$ cat src/rtl/mtlw_pkg.sv
// shared types for the multi-task liveness watchdog
// item kinds and the request token that walks the slot chain; no dependencies
package mtlw_pkg;

  localparam int unsigned IdW      = 8;
  localparam int unsigned TickW    = 32;
  localparam int unsigned TimeoutW = 16;
  localparam int unsigned SlotW    = 3;
  localparam logic [TimeoutW-1:0] TimeoutReset = 16'd2000;

  typedef enum logic [1:0] {
    KIND_TICK     = 2'd0,
    KIND_REGISTER = 2'd1,
    KIND_ALIVE    = 2'd2,
    KIND_CHECK    = 2'd3
  } kind_t;

  typedef struct packed {
    logic             vld;
    kind_t            kind;
    logic [IdW-1:0]   id;
    logic             done;
    logic             hit;
    logic [SlotW-1:0] slot;
  } token_t;

endpackage

$ cat src/rtl/mtlw_cell.sv
// one watchdog slot: client id and last report tick
// takes the request token from its left neighbor and registers it for the right; uses mtlw_pkg
module mtlw_cell import mtlw_pkg::*; #(
  parameter int IDX = 0
) (
  input  logic                clk,
  input  logic                rst,
  input  logic [TickW-1:0]    now_tick,
  input  logic [TimeoutW-1:0] timeout_ticks,
  input  token_t              tok_in,
  output token_t              tok_out
);

  logic [IdW-1:0]   client_id, client_id_next;
  logic [TickW-1:0] last_seen, last_seen_next;
  logic [TickW-1:0] age;
  token_t           tok_next;

  always_comb begin
    age            = now_tick - last_seen;
    client_id_next = client_id;
    last_seen_next = last_seen;
    tok_next       = tok_in;
    if (tok_in.vld && !tok_in.done) begin
      case (tok_in.kind)
        KIND_REGISTER: begin
          if (client_id == '0) begin
            client_id_next = tok_in.id;
            last_seen_next = now_tick;
            tok_next.done  = 1'b1;
            tok_next.hit   = 1'b1;
            tok_next.slot  = SlotW'(IDX);
          end
        end
        KIND_ALIVE: begin
          if (client_id == tok_in.id) begin
            last_seen_next = now_tick;
            tok_next.done  = 1'b1;
            tok_next.hit   = 1'b1;
            tok_next.slot  = SlotW'(IDX);
          end
        end
        KIND_CHECK: begin
          // stale when modular age exceeds the timeout
          if (client_id != '0 && age > {{(TickW-TimeoutW){1'b0}}, timeout_ticks}) begin
            tok_next.done = 1'b1;
            tok_next.hit  = 1'b1;
            tok_next.slot = SlotW'(IDX);
          end
        end
        default: begin
        end
      endcase
    end
  end

  always_ff @(posedge clk) begin
    if (rst) begin
      client_id   <= '0;
      last_seen   <= '0;
      tok_out.vld <= 1'b0;
    end else begin
      client_id   <= client_id_next;
      last_seen   <= last_seen_next;
      tok_out.vld <= tok_next.vld;
    end
    tok_out.kind <= tok_next.kind;
    tok_out.id   <= tok_next.id;
    tok_out.done <= tok_next.done;
    tok_out.hit  <= tok_next.hit;
    tok_out.slot <= tok_next.slot;
  end

endmodule

$ cat src/rtl/multi_task_liveness_watchdog_core.sv
// multi-task liveness watchdog: each request is registered at launch, then in each slot cell
// as it walks the chain, then in the output register; a new beat is taken only once the
// previous request has left the chain and the skid is empty, so one request is in flight.
// rst (synchronous) empties all slots, zeroes the tick counter, sets timeout to 2000.
// top level: tick counter, timeout register, chain of mtlw_cell, output register and skid
module multi_task_liveness_watchdog_core import mtlw_pkg::*; #(
  parameter int SLOTS = 8
) (
  input  logic                clk,
  input  logic                rst,
  input  logic                cfg_we,
  input  logic [TimeoutW-1:0] cfg_wdata,
  input  logic                s_tvalid,
  output logic                s_tready,
  input  logic [7:0]          s_tdata,   // [7:0] task_id
  input  logic [1:0]          s_tuser,   // [1:0] kind
  output logic                m_tvalid,
  input  logic                m_tready,
  output logic [7:0]          m_tdata    // [0] accepted, [3:1] slot_index,
                                         // [4] reset_request, [5] refresh_watchdog
);

  logic [TimeoutW-1:0] timeout_ticks;
  logic [TickW-1:0]    now_tick;
  logic                busy;
  logic                hold_vld;
  logic [7:0]          hold_data;
  logic [7:0]          res_data;
  logic                in_beat;
  logic                out_free;
  token_t              tok [0:SLOTS];
  token_t              tok_launch;
  token_t              tok_end;

  assign in_beat  = s_tvalid && s_tready;
  assign s_tready = !busy && !hold_vld;
  assign out_free = !m_tvalid || m_tready;
  assign tok_end  = tok[SLOTS];

  always_comb begin
    tok_launch.vld  = in_beat;
    tok_launch.kind = kind_t'(s_tuser);
    tok_launch.id   = s_tdata;
    tok_launch.hit  = 1'b0;
    tok_launch.slot = '0;
    // ticks, and id zero on register or alive, skip every cell
    tok_launch.done = (kind_t'(s_tuser) == KIND_TICK) ||
                      (kind_t'(s_tuser) != KIND_CHECK && s_tdata == '0);
  end

  always_comb begin
    res_data = '0;
    case (tok_end.kind)
      KIND_REGISTER, KIND_ALIVE: begin
        res_data[0]   = tok_end.hit;
        res_data[3:1] = tok_end.hit ? tok_end.slot : '0;
      end
      KIND_CHECK: begin
        res_data[3:1] = tok_end.hit ? tok_end.slot : '0;
        res_data[4]   = tok_end.hit;
        res_data[5]   = !tok_end.hit;
      end
      default: begin
      end
    endcase
  end

  always_ff @(posedge clk) begin
    if (rst) begin
      timeout_ticks <= TimeoutReset;
      now_tick      <= '0;
      busy          <= 1'b0;
      hold_vld      <= 1'b0;
      m_tvalid      <= 1'b0;
      tok[0].vld    <= 1'b0;
    end else begin
      if (cfg_we) begin
        timeout_ticks <= cfg_wdata;
      end
      if (in_beat && kind_t'(s_tuser) == KIND_TICK) begin
        now_tick <= now_tick + 1'b1;
      end
      tok[0].vld <= tok_launch.vld;
      if (in_beat) begin
        busy <= 1'b1;
      end else if (tok_end.vld) begin
        busy <= 1'b0;
      end
      // result leaves the chain into the output register, or the skid when stalled
      if (tok_end.vld) begin
        if (out_free) begin
          m_tvalid <= 1'b1;
        end else begin
          hold_vld <= 1'b1;
        end
      end else if (hold_vld && out_free) begin
        m_tvalid <= 1'b1;
        hold_vld <= 1'b0;
      end else if (m_tready) begin
        m_tvalid <= 1'b0;
      end
    end
    tok[0].kind <= tok_launch.kind;
    tok[0].id   <= tok_launch.id;
    tok[0].done <= tok_launch.done;
    tok[0].hit  <= tok_launch.hit;
    tok[0].slot <= tok_launch.slot;
    if (tok_end.vld) begin
      if (out_free) begin
        m_tdata <= res_data;
      end else begin
        hold_data <= res_data;
      end
    end else if (hold_vld && out_free) begin
      m_tdata <= hold_data;
    end
  end

  for (genvar i = 0; i < SLOTS; i++) begin : g_slot
    mtlw_cell #(
      .IDX(i)
    ) u_cell (
      .clk          (clk),
      .rst          (rst),
      .now_tick     (now_tick),
      .timeout_ticks(timeout_ticks),
      .tok_in       (tok[i]),
      .tok_out      (tok[i+1])
    );
  end

  a_accept_busy: assert property (@(posedge clk) disable iff (rst)
    in_beat |=> busy)
    else $error("request launched but block not busy");

  a_end_while_busy: assert property (@(posedge clk) disable iff (rst)
    tok_end.vld |-> busy && !hold_vld)
    else $error("result left the chain with no request in flight");

  a_skid_behind_out: assert property (@(posedge clk) disable iff (rst)
    hold_vld |-> m_tvalid)
    else $error("skid holds a result while the output is empty");

  a_check_flags: assert property (@(posedge clk) disable iff (rst)
    m_tvalid |-> $onehot0({m_tdata[0], m_tdata[4], m_tdata[5]}))
    else $error("conflicting result flags");

endmodule
$ cat config.mk
export PLATFORM = sky130hd
export DESIGN_NAME = multi_task_liveness_watchdog_core
export DESIGN_NICKNAME = d
export VERILOG_FILES = /design/src/rtl/mtlw_pkg.sv /design/src/rtl/mtlw_cell.sv /design/src/rtl/multi_task_liveness_watchdog_core.sv
export SDC_FILE = /design/constraint.sdc
export NUM_CORES = 2
export LEC_CHECK = 0
export BUFFER_PORTS_ARGS = -buffer_cell sky130_fd_sc_hd__clkbuf_2
export CAP_MARGIN = 20
export CELL_PAD_IN_SITES_DETAIL_PLACEMENT = 0
export CELL_PAD_IN_SITES_GLOBAL_PLACEMENT = 1
export CORE_MARGIN = 2
export CORE_UTILIZATION = 53
export DETAILED_ROUTE_END_ITERATION = 7
export GPL_TIMING_DRIVEN = 0
export PLACE_DENSITY = 0.95
export SYNTH_ARGS = -nofsm -noshare
export SYNTH_HDL_FRONTEND = slang
export SYNTH_HIERARCHICAL = 1
export SYNTH_SLANG_ARGS = --single-unit
$ cat constraint.sdc
create_clock -name clk -period 13.5 [get_ports clk]
set_clock_uncertainty 0.2 [all_clocks]
set_input_delay 2.7 -clock clk [delete_from_list [all_inputs] [get_ports clk]]
set_output_delay 2.7 -clock clk [all_outputs]
set_load 0.005 [all_outputs]
==> out/qor.txt <==
====================================================================================================
Outcome                                                                                 complete, no violations
Dpl cells                                                                                       5843
Overall routing resource usage                                                                 30.0%
Pin count of the biggest net entering global routing                                              27
Total Routed Length                                                                        114000 um
Total setup violations reported at the end of the flow                                             0
Hold/Removal Path Class                                                                      reg2reg
Data arrival time at the worst-slack endpoint                                                6.47 ns
Max transition margin                                                                          23.1%
Required time worst endpoint                                                                13.78 ns
Post-Synthesis Mean Instance Area                                                          7.88 um^2
Die area                                                                                 0.0740 mm^2
Die height                                                                                    272 um
Most used cells in the layout excluding fill and tap cells                              590 x nor2_1, 500 x a21oi_1, 492 x dfxtp_1
Total core area                                                                          0.0712 mm^2
Setup crit start kind                                                                      flip-flop
Initial cell density of the core                                                               53.4%
Placed wire-length estimate                                                                 84500 um
Post-CTS Resized                                                                                   0
GR Overflow Total                                                                                  0
Final hold violations                                                                              0
Vias per cell                                                                                   5.93
Count of standard-cell rows                                                                       98
Wire length per cell after detailed routing                                                  19.1 um
CTS tree                                                                                         yes
Number of global-route vias before repair                                                      32.8k
Growth of design area from synthesis to finish                                                 10.4%
CTS sink count                                                                                   514
Cell area after synthesis                                                                0.0381 mm^2
Insertion delay of the later-clocked pin in the worst-skew pair                              0.64 ns
Share of cells above drive strength 1                                                          6.86%
Number of violations reported at the end of detailed-routing iteration 0                        2577
TritonCTS Buffers                                                                                 57
Most common cell after layout, fill and taps aside                                            nor2_1
First-pass GRT wire length                                                                 178000 um
Clock Tree Root                                                                            clkbuf_16
Max H-tree Level                                                                                   2
Unrepaired setup endpoints after global routing                                                   no
Max VDD drop                                                                                  109 uV
Combined flip-flop and latch cell area                                                   0.0104 mm^2
Yosys Warn Count                                                                                   6
Number of design rule violations left after detail routing                                         0
Number of max-slew violations in the final report                                                  0
Number of port buffers                                                                            38
Worst-path fanout max                                                                             19
Layout net count                                                                                5373
Minimum period implied by the final worst setup slack                                        6.19 ns
Antenna violation net count after detailed routing                                                 0
Number of optimization iterations in the first detailed-route pass                                 6
Antenna violations before repair                                                                   2
Power Dens Cells                                                                        81.5 mW/mm^2
Post-CTS Hold Fix Bufs                                                                             0
Post CTS Setup Buffer Count                                                                        0
Tot Pwr                                                                                    0.00343 W
Vias                                                                                           35.3k
Count of fill cells added during filler insertion                                               6624
Clock-pin slew reported for the worst setup and hold paths after clock tree synthesis        0.07 ns
Sort of element at the end of the critical path                                            flip-flop
Count of pins on the block boundary                                                               41
Count of non-filler cells in the finished layout                                                5956
Final Wtd Congestion                                                                           0.964
Actual slew at the worst max-slew pin                                                        1.15 ns
Combined area of the multi-input logic cells                                             0.0252 mm^2
# Max-Cap Violations                                                                               0
Static Leakage                                                                               18.8 nW
Crit Path Category                                                                           reg2reg
Max Root-Sink Buffers                                                                              3
Upper clock frequency limit                                                                  161 MHz
Post-Syn Instances                                                                              4832
Ratio of final minimum period to clock period                                                  45.9%
Total negative slack for setup checks                                                           0 ns
Setup WS pre-CTS                                                                             7.33 ns
Final worst setup slack                                                                      7.31 ns
Die W                                                                                         272 um
====================================================================================================
## flip-flops by register name, indices dropped and copies added (netlist names)
| signal | count |
|---|---|
| tok | 12 |
| g_slot.u_cell/client_id | 64 |
| hold_vld | 1 |
| m_tdata | 6 |
| m_tvalid | 1 |
| g_slot.u_cell/last_seen | 256 |
| g_slot.u_cell/tok_out | 119 |
| hold_data | 6 |
| timeout_ticks | 16 |
| now_tick | 32 |
| busy | 1 |
## critical path: stages (launching register included)
cell      delay [ns]
dfxtp_1         1.07
ha_1            0.44
o211ai_1        0.19
a21oi_1         0.12
o2111a_1        0.36
nor3_1          0.41
xnor2_1         0.21
ha_1            0.29
a21o_1          0.16
a21oi_1         0.14
o221ai_1        0.13
o31ai_1         0.50
and4b_1         0.27
nand4b_1        0.11
or4_4           0.55
nor4_4          0.69
a21oi_1         0.19
## layer usage
layer | part of all wire (%) | up-vias | wire (um) | global-route usage (%)
li1 | - | 17400 | - | -
met1 | 44 | 16500 | 49900 | 39.5
met2 | 45 | 1105 | 50700 | 49.1
met3 | 6.9 | 250 | 7870 | 3.47
met4 | 4.8 | 0 | 5500 | 13.9
met5 | 0 | - | 0 | 0
## stage by stage
step	hold WS [ns]	instance area (um^2)	util [%]
finish	0.167	42000	59.0
CTS	0.155	41900	58.9
detailed placement	0.177	39900	56.0
global route	0.182	42000	59.0
global placement	0.174	39500	55.4
floorplan	0.151	38100	-
## report_power, final
part	internal, W	switching (W)
registers	0.00155	0.0000465
clock network	0.000960	0.000694
logic	0.0000695	0.000101
total	0.00258	0.000841
## final cells by class
class / count / area share, %
tap: 950 / 2.83
multi-input combinational: 3697 / 60.0
antenna: 3 / 0.0179
sequential: 514 / 24.8
inverter: 454 / 4.06
timing repair buffer: 59 / 1.64
clock inverter: 35 / 1.04
clock buffer: 72 / 3.77
buffer: 172 / 1.83
## path summary, 6_finish.rpt
| check | start | endpoint | slack [ns] | cells past startpoint |
|---|---|---|---|---|
| hold / removal | g_slot[2].u_cell/tok_out[14] | g_slot[3].u_cell/tok_out[14] | 0.17 | 0 |
| setup reg to reg | now_tick[2] | g_slot[6].u_cell/tok_out[3] | 7.31 | 16 |
| hold reg to reg | g_slot[2].u_cell/tok_out[14] | g_slot[3].u_cell/tok_out[14] | 0.17 | 0 |
| setup / recovery | now_tick[2] | g_slot[6].u_cell/tok_out[3] | 7.31 | 16 |
Power figures use the tool's default switching activity.
